## src/sv/eurw_pkg.sv

```systemverilog
// Shared constants, codes and types of the reservation wheel.
package eurw_pkg;
    localparam int WHEEL_DEPTH = 32;
    localparam int MAX_PENDING = 8;
    localparam int SLOT_W = $clog2(WHEEL_DEPTH);
    localparam int LEN_W = $clog2(WHEEL_DEPTH + 1);
    localparam int PIDX_W = (MAX_PENDING > 1) ? $clog2(MAX_PENDING) : 1;
    localparam int FILL_W = $clog2(MAX_PENDING + 1);
    localparam int UNITS_W = 5;
    localparam int START_W = 5;
    localparam int RLEN_W = 6;
    localparam int ACC_W = UNITS_W + FILL_W;

    localparam logic [1:0] CMD_CLEAR = 2'd0;
    localparam logic [1:0] CMD_CHECK = 2'd1;
    localparam logic [1:0] CMD_RESERVE = 2'd2;
    localparam logic [1:0] CMD_TICK = 2'd3;

    localparam logic [0:0] REG_UNIT_COUNT = 1'b0;
    localparam logic [0:0] REG_WHEEL_LENGTH = 1'b1;

    localparam logic [2:0] OP_NONE = 3'd0;
    localparam logic [2:0] OP_ACC_CLR = 3'd1;
    localparam logic [2:0] OP_ACC_ADD = 3'd2;
    localparam logic [2:0] OP_FOLD = 3'd3;
    localparam logic [2:0] OP_CLEAR = 3'd4;

    typedef struct packed {
        logic [2:0]         op;
        logic               use_acc;
        logic               fold_en;
        logic [SLOT_W-1:0]  cmod;
        logic [LEN_W-1:0]   wlen;
        logic [START_W-1:0] win_start;
        logic [RLEN_W:0]    win_end;
        logic [UNITS_W-1:0] units;
        logic [UNITS_W-1:0] unit_count;
    } cell_ctrl_t;
endpackage

```

## src/sv/exec_unit_reservation_wheel.sv

```systemverilog
// Top level: command sequencer, pending list and the row of wheel cells.
// One transaction at a time. Every command first brings the current slot below
// the wheel length by repeated subtraction (none unless wheel_length was shrunk);
// check and tick then walk the pending reservations, one per cycle through the
// cell row, before the result is formed. The next transaction is taken once
// the result has been delivered.
module exec_unit_reservation_wheel (
    input  logic        aclk,
    input  logic        aresetn,
    input  logic        s_tvalid,
    output logic        s_tready,
    input  logic [15:0] s_tdata,   // units[4:0], start_req[9:5], length[15:10]
    input  logic [1:0]  s_tuser,   // cmd[1:0]
    output logic        m_tvalid,
    input  logic        m_tready,
    output logic [7:0]  m_tdata,   // can_reserve[0], error[1], zero[7:2]
    input  logic        cfg_valid,
    output logic        cfg_ready,
    input  logic [0:0]  cfg_index,
    input  logic [5:0]  cfg_data
);
    localparam logic [1:0] ST_IDLE = 2'd0;
    localparam logic [1:0] ST_MOD = 2'd1;
    localparam logic [1:0] ST_PEND = 2'd2;
    localparam logic [1:0] ST_FIN = 2'd3;

    logic [1:0]                      state_reg, state_next;
    logic [eurw_pkg::UNITS_W-1:0]    unit_count_reg;
    logic [5:0]                      wheel_length_reg;
    logic [eurw_pkg::SLOT_W-1:0]     cur_reg, cur_next, cmod_reg, cmod_next;
    logic [eurw_pkg::FILL_W-1:0]     fill_reg, fill_next, k_reg, k_next;
    logic [1:0]                      cmd_reg;
    logic [eurw_pkg::UNITS_W-1:0]    units_reg;
    logic [eurw_pkg::START_W-1:0]    start_reg;
    logic [eurw_pkg::RLEN_W-1:0]     len_reg;
    logic                            err_reg, err_next;
    logic                            m_valid_reg;
    logic [1:0]                      m_data_reg;
    logic [eurw_pkg::UNITS_W-1:0]    p_units_reg [eurw_pkg::MAX_PENDING];
    logic [eurw_pkg::START_W-1:0]    p_start_reg [eurw_pkg::MAX_PENDING];
    logic [eurw_pkg::RLEN_W-1:0]     p_len_reg [eurw_pkg::MAX_PENDING];
    logic [eurw_pkg::LEN_W-1:0]      wlen;
    logic [eurw_pkg::RLEN_W:0]       req_end, pend_end;
    logic [eurw_pkg::PIDX_W-1:0]     k_idx, fill_idx;
    logic                            req_bad, pend_bad;
    logic                            s_fire;
    logic [eurw_pkg::LEN_W-1:0]      cur_inc;
    eurw_pkg::cell_ctrl_t            ctrl;
    logic [eurw_pkg::WHEEL_DEPTH:0]  chain;

    assign s_fire = s_tvalid && s_tready;
    assign s_tready = (state_reg == ST_IDLE) && !m_valid_reg;
    assign cfg_ready = 1'b1;
    assign m_tvalid = m_valid_reg;
    assign m_tdata = {6'd0, m_data_reg};
    assign k_idx = k_reg[eurw_pkg::PIDX_W-1:0];
    assign fill_idx = fill_reg[eurw_pkg::PIDX_W-1:0];

    always_comb begin
        if (wheel_length_reg < 6'd2) begin
            wlen = eurw_pkg::LEN_W'(2);
        end else if (7'(wheel_length_reg) > 7'(eurw_pkg::WHEEL_DEPTH)) begin
            wlen = eurw_pkg::LEN_W'(eurw_pkg::WHEEL_DEPTH);
        end else begin
            wlen = eurw_pkg::LEN_W'(wheel_length_reg);
        end
        req_end = (eurw_pkg::RLEN_W + 1)'(start_reg) + (eurw_pkg::RLEN_W + 1)'(len_reg);
        pend_end = (eurw_pkg::RLEN_W + 1)'(p_start_reg[k_idx])
                   + (eurw_pkg::RLEN_W + 1)'(p_len_reg[k_idx]);
        req_bad = req_end > (eurw_pkg::RLEN_W + 1)'(wlen);
        pend_bad = pend_end > (eurw_pkg::RLEN_W + 1)'(wlen);
        cur_inc = eurw_pkg::LEN_W'(cmod_reg) + eurw_pkg::LEN_W'(1);
    end

    always_comb begin
        ctrl.op = eurw_pkg::OP_NONE;
        ctrl.use_acc = 1'b0;
        ctrl.fold_en = 1'b0;
        ctrl.cmod = cmod_reg;
        ctrl.wlen = wlen;
        ctrl.win_start = start_reg;
        ctrl.win_end = req_end;
        ctrl.units = units_reg;
        ctrl.unit_count = unit_count_reg;
        case (state_reg)
            ST_MOD: ctrl.op = eurw_pkg::OP_ACC_CLR;
            ST_PEND: begin
                ctrl.win_start = p_start_reg[k_idx];
                ctrl.win_end = pend_end;
                ctrl.units = p_units_reg[k_idx];
                if (k_reg < fill_reg) begin
                    ctrl.op = (cmd_reg == eurw_pkg::CMD_TICK) ? eurw_pkg::OP_FOLD
                                                               : eurw_pkg::OP_ACC_ADD;
                end
                ctrl.fold_en = !pend_bad && chain[eurw_pkg::WHEEL_DEPTH];
            end
            ST_FIN: begin
                ctrl.use_acc = 1'b1;
                if (cmd_reg == eurw_pkg::CMD_TICK) ctrl.op = eurw_pkg::OP_CLEAR;
            end
            default: ;
        endcase
    end

    assign chain[0] = 1'b1;
    for (genvar i = 0; i < eurw_pkg::WHEEL_DEPTH; i++) begin : g_cell
        eurw_cell u_cell (
            .aclk     (aclk),
            .aresetn  (aresetn),
            .cell_idx (eurw_pkg::SLOT_W'(i)),
            .ctrl     (ctrl),
            .ok_in    (chain[i]),
            .ok_out   (chain[i+1])
        );
    end

    always_comb begin
        state_next = state_reg;
        cur_next = cur_reg;
        cmod_next = cmod_reg;
        fill_next = fill_reg;
        k_next = k_reg;
        err_next = err_reg;
        case (state_reg)
            ST_IDLE: begin
                if (s_fire) begin
                    state_next = ST_MOD;
                    cmod_next = cur_reg;
                    err_next = 1'b0;
                end
            end
            ST_MOD: begin
                k_next = '0;
                if (eurw_pkg::LEN_W'(cmod_reg) >= wlen) begin
                    cmod_next = eurw_pkg::SLOT_W'(eurw_pkg::LEN_W'(cmod_reg) - wlen);
                end else if (cmd_reg == eurw_pkg::CMD_CHECK
                             || cmd_reg == eurw_pkg::CMD_TICK) begin
                    state_next = ST_PEND;
                end else begin
                    state_next = ST_FIN;
                end
            end
            ST_PEND: begin
                if (k_reg < fill_reg) begin
                    k_next = k_reg + 1'b1;
                    if (cmd_reg == eurw_pkg::CMD_TICK
                        && (pend_bad || !chain[eurw_pkg::WHEEL_DEPTH])) begin
                        err_next = 1'b1;
                    end
                end else begin
                    state_next = ST_FIN;
                end
            end
            ST_FIN: begin
                state_next = ST_IDLE;
                case (cmd_reg)
                    eurw_pkg::CMD_CLEAR: fill_next = '0;
                    eurw_pkg::CMD_CHECK: err_next = req_bad;
                    eurw_pkg::CMD_RESERVE: begin
                        if (req_bad || fill_reg >= eurw_pkg::FILL_W'(eurw_pkg::MAX_PENDING)) begin
                            err_next = 1'b1;
                        end else begin
                            fill_next = fill_reg + 1'b1;
                        end
                    end
                    default: begin
                        cur_next = (cur_inc == wlen) ? '0 : eurw_pkg::SLOT_W'(cur_inc);
                    end
                endcase
            end
            default: state_next = ST_IDLE;
        endcase
    end

    always_ff @(posedge aclk) begin
        if (!aresetn) begin
            state_reg <= ST_IDLE;
            unit_count_reg <= 5'd4;
            wheel_length_reg <= 6'd32;
            cur_reg <= '0;
            fill_reg <= '0;
            m_valid_reg <= 1'b0;
        end else begin
            state_reg <= state_next;
            cur_reg <= cur_next;
            fill_reg <= fill_next;
            if (cfg_valid && cfg_ready) begin
                if (cfg_index == eurw_pkg::REG_UNIT_COUNT) begin
                    unit_count_reg <= cfg_data[4:0];
                end else begin
                    wheel_length_reg <= cfg_data;
                end
            end
            if (state_reg == ST_FIN) begin
                m_valid_reg <= 1'b1;
            end else if (m_tready) begin
                m_valid_reg <= 1'b0;
            end
        end
        cmod_reg <= cmod_next;
        k_reg <= k_next;
        err_reg <= err_next;
        if (s_fire) begin
            cmd_reg <= s_tuser;
            units_reg <= s_tdata[4:0];
            start_reg <= s_tdata[9:5];
            len_reg <= s_tdata[15:10];
        end
        if (state_reg == ST_FIN && cmd_reg == eurw_pkg::CMD_RESERVE && !req_bad
            && fill_reg < eurw_pkg::FILL_W'(eurw_pkg::MAX_PENDING)) begin
            p_units_reg[fill_idx] <= units_reg;
            p_start_reg[fill_idx] <= start_reg;
            p_len_reg[fill_idx] <= len_reg;
        end
        if (state_reg == ST_FIN) begin
            m_data_reg[1] <= err_next;
            m_data_reg[0] <= (cmd_reg == eurw_pkg::CMD_CHECK) && !req_bad
                             && chain[eurw_pkg::WHEEL_DEPTH];
        end
    end

    a_fill_bound: assert property (@(posedge aclk) disable iff (!aresetn)
        fill_reg <= eurw_pkg::FILL_W'(eurw_pkg::MAX_PENDING))
        else $error("pending fill beyond list depth");
    a_walk_bound: assert property (@(posedge aclk) disable iff (!aresetn)
        state_reg == ST_PEND |-> k_reg <= fill_reg)
        else $error("pending walk past fill");
    a_result_excl: assert property (@(posedge aclk) disable iff (!aresetn)
        m_valid_reg |-> !(m_data_reg[0] && m_data_reg[1]))
        else $error("room reported together with error");
    a_tick_slot: assert property (@(posedge aclk) disable iff (!aresetn)
        (state_reg == ST_FIN && cmd_reg == eurw_pkg::CMD_TICK)
        |=> eurw_pkg::LEN_W'(cur_reg) < $past(wlen))
        else $error("current slot past wheel length after tick");
endmodule

```

## src/sv/eurw_cell.sv

```systemverilog
// One wheel slot: committed count, pending sum and room test in the chain.
module eurw_cell (
    input  logic                         aclk,
    input  logic                         aresetn,
    input  logic [eurw_pkg::SLOT_W-1:0]  cell_idx,
    input  eurw_pkg::cell_ctrl_t         ctrl,
    input  logic                         ok_in,
    output logic                         ok_out
);
    logic [eurw_pkg::UNITS_W-1:0] count_reg, count_next;
    logic [eurw_pkg::ACC_W-1:0]   acc_reg, acc_next;
    logic                         active, inwin, fits;
    logic [eurw_pkg::LEN_W-1:0]   cyc;
    logic [eurw_pkg::ACC_W+1:0]   need;

    always_comb begin
        active = {1'b0, cell_idx} < ctrl.wlen;
        if (cell_idx >= ctrl.cmod) begin
            cyc = {1'b0, cell_idx - ctrl.cmod};
        end else begin
            cyc = {1'b0, cell_idx} + ctrl.wlen - {1'b0, ctrl.cmod};
        end
        inwin = active && (cyc >= {1'b0, ctrl.win_start})
                && ({1'b0, cyc} < ctrl.win_end);
        need = (eurw_pkg::ACC_W + 2)'(count_reg) + (eurw_pkg::ACC_W + 2)'(ctrl.units)
               + (ctrl.use_acc ? (eurw_pkg::ACC_W + 2)'(acc_reg) : '0);
        fits = need <= (eurw_pkg::ACC_W + 2)'(ctrl.unit_count);
        ok_out = ok_in && (!inwin || fits);
        count_next = count_reg;
        acc_next = acc_reg;
        case (ctrl.op)
            eurw_pkg::OP_ACC_CLR: acc_next = '0;
            eurw_pkg::OP_ACC_ADD: if (inwin) acc_next = acc_reg + eurw_pkg::ACC_W'(ctrl.units);
            eurw_pkg::OP_FOLD: if (inwin && ctrl.fold_en) count_next = count_reg + ctrl.units;
            eurw_pkg::OP_CLEAR: if (cell_idx == ctrl.cmod) count_next = '0;
            default: ;
        endcase
    end

    always_ff @(posedge aclk) begin
        if (!aresetn) begin
            count_reg <= '0;
        end else begin
            count_reg <= count_next;
        end
        acc_reg <= acc_next;
    end
endmodule

```

## config.mk

```make
export PLATFORM = sky130hd
export DESIGN_NAME = exec_unit_reservation_wheel
export DESIGN_NICKNAME = d
export VERILOG_FILES = /design/src/sv/eurw_pkg.sv /design/src/sv/exec_unit_reservation_wheel.sv /design/src/sv/eurw_cell.sv
export SDC_FILE = /design/constraint.sdc
export NUM_CORES = 2
export LEC_CHECK = 0
export ABC_AREA = 1
export BUFFER_PORTS_ARGS = -buffer_cell sky130_fd_sc_hd__buf_2
export CELL_PAD_IN_SITES_DETAIL_PLACEMENT = 0
export CELL_PAD_IN_SITES_GLOBAL_PLACEMENT = 2
export CORE_MARGIN = 1.5
export CORE_UTILIZATION = 43
export CTS_CLUSTER_DIAMETER = 200
export DETAILED_ROUTE_END_ITERATION = 7
export GPL_TIMING_DRIVEN = 0
export MAX_ROUTING_LAYER = met4
export PLACE_DENSITY_LB_ADDON = 0.1
export SLEW_MARGIN = 5
export SYNTH_ARGS = -nofsm -noshare
export SYNTH_HDL_FRONTEND = slang
export SYNTH_SLANG_ARGS = --single-unit
```

## constraint.sdc

```tcl
create_clock -name aclk -period 37.2 [get_ports aclk]
set_input_delay 3.72 -clock aclk [delete_from_list [all_inputs] [get_ports aclk]]
set_output_delay 3.72 -clock aclk [all_outputs]
set_load 0.01 [all_outputs]
```

=== Word level (Yosys, flattened, before mapping) ===
Memory sizes are Yosys's and may differ from the RTL's. A register that Yosys moved wholly into a read port is not among the register bits.
Index checks and enable logic that the tools add are counted.

* Bits in registers: 501
* Memories: 3
* Logic and storage cells: 1171
* Bits in writable memories: 128
* Input bits: 30

* Bitwise operators: 2
* Eq/ne operators: 144
* Add/sub/neg operators: 229
* Reductions and logical operators: 288
* Muxes and demuxes: 259
* $lt $le $gt $ge: 168

{| class="wikitable"
|+ Memory list
! memory !! words !! width !! read ports !! clocked after memory_dff !! wr ports !! RTL line !! text
|-
| p_len_reg || 8 || 6 || 1 || 1 || 1 || exec_unit_reservation_wheel.sv:41 || <nowiki>logic [eurw_pkg::RLEN_W-1:0] p_len_reg [eurw_pkg::MAX_PENDING];</nowiki>
|-
| p_start_reg || 8 || 5 || 1 || 1 || 1 || exec_unit_reservation_wheel.sv:40 || <nowiki>logic [eurw_pkg::START_W-1:0] p_start_reg [eurw_pkg::MAX_PENDING];</nowiki>
|-
| p_units_reg || 8 || 5 || 1 || 1 || 1 || exec_unit_reservation_wheel.sv:39 || <nowiki>logic [eurw_pkg::UNITS_W-1:0] p_units_reg [eurw_pkg::MAX_PENDING];</nowiki>
|}

{| class="wikitable"
|+ Operators by type and width
! kind !! count
|-
| $mux W9 || 64
|-
| $pmux W9 S2 || 32
|-
| $add A11 B11 Y11 || 32
|-
| $le A11 B5 Y1 || 32
|-
| $mux W5 || 67
|-
| $pmux W5 S2 || 33
|-
| $add A9 B5 Y9 || 32
|-
| $lt A6 B7 Y1 || 32
|-
| $mux W6 || 34
|-
| $add A5 B5 Y6 || 32
|-
| $ge A6 B5 Y1 || 32
|-
| $ne A2 B1 Y1 const B || 96
|-
| $sub A6 B5 Y6 || 32
|-
| $add A5 B5 Y5 || 32
|-
| $logic_and A1 B1 Y1 || 136
|-
| $reduce_and A3 Y1 || 35
|-
| $add A5 B6 Y6 const A || 16
|-
| $lt A5 B6 Y1 const A || 16
|-
| $eq A5 B5 Y1 const A || 16
|-
| $ge A5 B5 Y1 const A || 16
|-
| $sub A5 B5 Y5 const A || 16
|-
| $reduce_and A2 Y1 || 36
|-
| $add A4 B6 Y6 const A || 8
|-
| $lt A4 B6 Y1 const A || 8
|-
| other kinds (53) || 205
|}

=== Longest topological paths before layout ===
* Depth in word-level cells: 48
* Depth in mapped cells: 40
* Gate-level depth less buffers: 37

=== Modules after synthesis ===
Synthesis repeated with hierarchy kept, for this count alone.

* Cell total of the unflattened synthesis: 11636
* Area, all modules: 88596.2 um^2

{| class="wikitable"
|+ Modules (own cells, without submodules)
! module !! area each (um^2) !! times used !! seq. area each (um^2) !! cells each
|-
| eurw_cell (g_cell[11].u_cell ...) || 2487.4 || 16 || 370.4 || 339
|-
| eurw_cell (g_cell[23].u_cell ...) || 2512.4 || 10 || 370.4 || 336
|-
| exec_unit_reservation_wheel || 8723.4 || 1 || 5255.0 || 837
|-
| eurw_cell (g_cell[26].u_cell) || 2518.7 || 1 || 370.4 || 341
|-
| eurw_cell (g_cell[10].u_cell) || 2511.2 || 1 || 370.4 || 336
|-
| eurw_cell (g_cell[0].u_cell) || 2506.2 || 1 || 370.4 || 335
|-
| eurw_cell (g_cell[31].u_cell) || 2491.1 || 1 || 370.4 || 339
|-
| eurw_cell (g_cell[22].u_cell) || 2476.1 || 1 || 370.4 || 335
|-
| eurw_cell (g_cell[19].u_cell) || 2447.3 || 1 || 370.4 || 329
|}

=== Least setup slack after synthesis ===
Ideal clock, no wire load.

* Path kind: register to register
* Start: register state_reg[0]
* End: register m_data_reg[1], data pin
* Buffers on the path: 4
* Setup time: 0.268 ns
* Stages on the path, launching flop included: 37
* Setup slack: 19.649 ns
* Required time: 36.932 ns
* Period minus slack after synthesis: 17.551 ns
* Data arrival time: 17.283 ns
* Cell sequence: dfxtp_1 > inv_1 > ha_1 > buf_2 > buf_1 > clkbuf_1 > o21ai_0 > inv_1 > fa_1 > xnor2_1 > ha_1 > inv_1 > or2_2 > a21boi_0 > nor2_1 > xor2_1 > inv_1 > ha_1 > a21oi_1 > o21ai_0 > o21ai_0 > nand4_1 > nand3_1 > nand2_1 > inv_1 > nand2_1 > nor2_1 > nand2_1 > nor2_4 > buf_4 > nand2_1 > nand2_1 > nand2_1 > nand2_1 > nand2_1 > nand2_1 > o21ai_0

* Word-level cells in the longest chain between the ends: 44
* Elaborated cells on any way between the ends: 365

{| class="wikitable"
|+ Ends and longest elaborated chain
! element !! RTL line !! text
|-
| start, declared || exec_unit_reservation_wheel.sv:27 || <nowiki>logic [1:0] state_reg, state_next;</nowiki>
|-
| start signal, assigned || exec_unit_reservation_wheel.sv:184 || <nowiki>state_reg <= state_next;</nowiki>
|-
| parallel branches: the longest is 43 deep, another holds $add A11 B11 Y11 || n/a ||
|-
| $pmux W1 S3 * || exec_unit_reservation_wheel.sv:124 || <nowiki>case (state_reg)</nowiki>
|-
| net err_next || exec_unit_reservation_wheel.sv:36 || <nowiki>logic err_reg, err_next;</nowiki>
|-
| end signal, assigned || exec_unit_reservation_wheel.sv:216 || <nowiki>m_data_reg[1] <= err_next;</nowiki>
|-
| end, declared || exec_unit_reservation_wheel.sv:38 || <nowiki>logic [1:0] m_data_reg;</nowiki>
|}

Mark *: on every way through the listed nets, which the timed path passes.
A chain may end at the register's enable or synchronous reset.

=== Final worst setup path ===
Same ends and word-level chain as after synthesis.

==> results by stage <==
Hold path:
- The hold path startpoint is cur_reg[0]$_SDFFE_PN0P_.
- The worst hold path passes through 2 cells.
- The path category of the worst min-delay check is register to register.
- The path with the worst hold slack has its endpoint at cur_reg[0]$_SDFFE_PN0P_.

Drt:
- For this block, the initial DRC count from the detailed router was 4569.
- After detailed routing, the number of remaining DRC violations is 0.
- The remaining number of nets flagged by the antenna check after routing is 0.
- The per-cell via count in the routed design is 5.454.
- The final route contains ~60000 vias.
- The per-cell routed wire length is 22.82 um.
- Before antenna repair, the detailed router went through 6 iterations.
- The total wirelength of the detailed-routed design is roughly 240000 um.

Die:
- Once the floorplan was initialized, standard cells occupied 43.30% of the core.
- The floorplan core area is 0.1478 mm^2.
- The vertical die dimension is a little under 400 um.
- After floorplanning, the core was divided into 141 placement rows.
- The floorplan step defined a die boundary enclosing 0.1512 mm^2.
- The I/O pin count is 41.
- The floorplan die width is just under 400 um.

Synthesis:
- The area fraction of the dominant cell type after synthesis is between 20% and 30%.
- Summing the areas of all compound-gate instances in the mapped netlist gives approximately 13% of the synthesized area.
- The post-synthesis instance total is 8483.
- Yosys instantiated no cell more often than sky130_fd_sc_hd__nand2_1.
- The post-synthesis cell type count is 61.
- Yosys mapped a number of flops with a built-in enable equal to between 400 and 500.
- By count the netlist is led by 1597 x sky130_fd_sc_hd__nand2_1, 1283 x sky130_fd_sc_hd__inv_1, 1080 x sky130_fd_sc_hd__ha_1.
- The average cell area after synthesis is 7.547 um^2.
- After synthesis, the largest family of logic cells by area is adder cells.
- Summed over all instances, the cell type with the most area after synthesis is sky130_fd_sc_hd__ha_1.
- By area the synthesized netlist is led by sky130_fd_sc_hd__ha_1 21%, sky130_fd_sc_hd__edfxtp_1 21%, sky130_fd_sc_hd__nand2_1 9.4%.
- The fraction of synthesis flops using an asynchronous set or reset pin is 0%.
- The basic-gate share of the synthesized area counting and, or, nand and nor cells is between 20 and 25%.
- Of the total synthesized cell area, the portion taken by XOR and XNOR cells is approximately 4.6%.
- Summing the areas of all fa, ha and maj instances in the mapped netlist gives ~25% of the synthesized area.
- The Yosys step of the flow raised 0 warnings.
- For this run, the leading register cell type out of synthesis is sky130_fd_sc_hd__edfxtp_1.
- In the synthesized netlist, mux cells make up less than 1% of the area.
- Summing every instance area after synthesis gives 0.06402 mm^2.
- The share of the yosys chip area belonging to registers is between 20% and 30%.
- The number of synthesized register bits is 632.

Timing:
- Setup repair after global routing left no endpoint under its margin.
- The number of slew-limit violations in the final report is 0.
- Setup violations remaining at the end of the flow were counted as 0.
- The worst setup skew after layout is around 0.042 ns.
- In this run the tightest slew margin relative to its limit is under 10%.
- The final-report hold violation count is 0.
- In the final timing run, aggregate negative setup slack is 0 ns.
- The timing-limited maximum frequency is around 100 MHz.
- The share of the clock period used by the worst path after layout is 25.98%.
- The shortest period the worst path allows is ~9.7 ns.
- At the pin with the least slew margin, the transition time is 1.472 ns.

Cells and area:
- The core occupancy in the finished layout is 47.99%.
- The area growth from synthesis to layout is 10.82%.
- The register with the most flip-flops in the layout has 288 of them.
- The post-layout instance area is about 0.07 mm^2.
- The layout cell share with drive strength beyond 1 is 5.367%.
- The final layout net count is between 9000 and 10000.

Clock network:
- The maximum clock path buffer count is 3.
- The number of post-CTS setup repair buffers is 0.
- For this design, the sink count on the clock tree is 632.
- The hold buffer count at CTS is 0.
- Clock-pin slew was measured on the worst setup and hold paths at 0.06 ns.
- The number of clock buffers added by TritonCTS is 84.
- The cell at the root of the clock tree is sky130_fd_sc_hd__clkbuf_16.
- The CTS tree is done.
- Post-CTS repair changed the size of 0 cells.
- The number of levels the H-tree was split into is 3.
- The worst-skew pair later-pin latency is 0.73 ns.

Worst setup path:
- The kind of critical path is register to register.
- The worst setup path is captured at a register.
- The maximum fanout encountered on the critical timing path is 21.
- The cell seen most often among critical-path stages is sky130_fd_sc_hd__nand2_1.
- The worst setup path is launched from a register.
- Counting cells, the worst reg-to-reg path comes to 37.
- The arrival time at the worst endpoint is ~10 ns.
- The family with the most delay on the worst path is buffers and inverters.
- The endpoint of the worst register-to-register path is m_data_reg[1]$_DFFE_PP_.
- Counting both buffers and inverters, the worst setup path holds a total of 11.
- The slowest library cell on the worst path is sky130_fd_sc_hd__clkbuf_1.
- The register-to-register setup slack is 27.53 ns.
- The delay of the slowest critical-path stage is 0.90 ns.
- At the worst endpoint, the required time is around 38 ns.
- The start of the worst register-to-register path is state_reg[0]$_SDFFE_PN0P_.

Place:
- The detailed placement HPWL is 187100 um.
- The placed instance area is 0.06818 mm^2.
- Input and output buffers added on the ports amount to 33.
- The placer's final routability congestion estimate is roughly 1.0.

Global routing:
- Entering global routing, the biggest net connects 36 pins.
- The total congestion overflow after global routing is 0.
- The via count of the first global-routing pass is 55393.
- The initial antenna violation count is 9.
- Global routing used about 33% of the available tracks across all layers.
- The global-route wire length before repair is around 360000 um.

Flow run:
- The count of maximum capacitance violations is 0.

Outcome:
- The flow ran to the end, and the final reports show no timing, DRC or antenna violations.
cells in the final DEF (no fill, tap or decap), types with 111 or more instances in the layout:
master	netlist	final
sky130_fd_sc_hd__edfxtp_1	445	445
sky130_fd_sc_hd__o21ai_0	526	491
sky130_fd_sc_hd__clkbuf_1	124	145
sky130_fd_sc_hd__nor2_1	831	831
sky130_fd_sc_hd__dfxtp_1	187	186
sky130_fd_sc_hd__xor2_1	240	239
sky130_fd_sc_hd__fa_1	111	111
sky130_fd_sc_hd__nand3_1	480	480
sky130_fd_sc_hd__nand2_1	1597	1591
sky130_fd_sc_hd__inv_1	1283	1278
sky130_fd_sc_hd__a21oi_1	656	653
sky130_fd_sc_hd__ha_1	1080	1080
sky130_fd_sc_hd__nor3_1	120	116
worst register-to-register path, delay by kind of cell, from the launching register on:
kind | cells | cell delay (ns)
compound gates | 9 | 1.39
xor+xnor | 2 | 0.42
fa+ha+maj | 4 | 1.38
buf+inv | 11 | 3.71
flops | 1 | 0.38
simple gates | 11 | 2.10
final cells by class:
| type | count | area (um^2) |
|---|---|---|
| Antenna cell | 2 | 5.005 |
| Buffer | 204 | 935.9 |
| Clock buffer | 126 | 2427 |
| Clock inverter | 29 | 326.6 |
| Fill cell | 14894 | 76900 |
| Inverter | 1301 | 4896 |
| Multi-Input combinational cell | 6351 | 41340 |
| Sequential cell | 632 | 17110 |
| Tap cell | 1930 | 2415 |
| Timing Repair Buffer | 115 | 1488 |
cell families (layout without fill, tap and decap cells):
family / Yosys count / after routing
multiplexers: 9 / 9
other: 2 / 9
buffers and inverters: 1505 / 1775
flip-flops: 632 / 632
XOR/XNOR: 338 / 338
AND/OR/NAND/NOR: 3344 / 3344
AO/OA/AOI/OAI: 1462 / 1462
adder cells (fa/ha/maj): 1191 / 1191
routing by layer:
layer | vias up | wire length, um | global-route usage [%]
met5 | - | 0 | -
met1 | 27750 | 109500 | 43.07
met3 | 328 | 14720 | 3.773
met2 | 1593 | 111100 | 52.94
li1 | 28636 | - | -
met4 | 0 | 8665 | 10.78
metrics by stage:
step / setup WS, ns / hold slack [ns] / cells
after floorplan: 19.65 / 0.4454 / 8488
after global placement: -4.738 / 0.4526 / 10451
after detailed placement: 27.61 / 0.4560 / 10533
after CTS: 27.58 / 0.4643 / 10688
after global routing: 27.13 / 0.4810 / 10689
final: 27.53 / 0.4660 / 10690
how the worst max path moves through the flow:
stage,startpoint,endpoint,slack (ns),depth (start not counted)
after floorplan,state_reg[0]$_SDFFE_PN0P_,m_data_reg[1]$_DFFE_PP_,19.65,36
after global placement,state_reg[0]$_SDFFE_PN0P_,g_cell[0].u_cell.count_reg[4]$_SDFFE_PN0P_,-4.74,31
after detailed placement,state_reg[0]$_SDFFE_PN0P_,m_data_reg[1]$_DFFE_PP_,27.61,37
after CTS,state_reg[0]$_SDFFE_PN0P_,m_data_reg[1]$_DFFE_PP_,27.58,37
after global routing,state_reg[0]$_SDFFE_PN0P_,m_data_reg[1]$_DFFE_PP_,27.13,37
final,state_reg[0]$_SDFFE_PN0P_,m_data_reg[1]$_DFFE_PP_,27.53,37
Power is not shown: default switching activity piles up to over one toggle a cycle in this logic, so the estimate is an artifact.
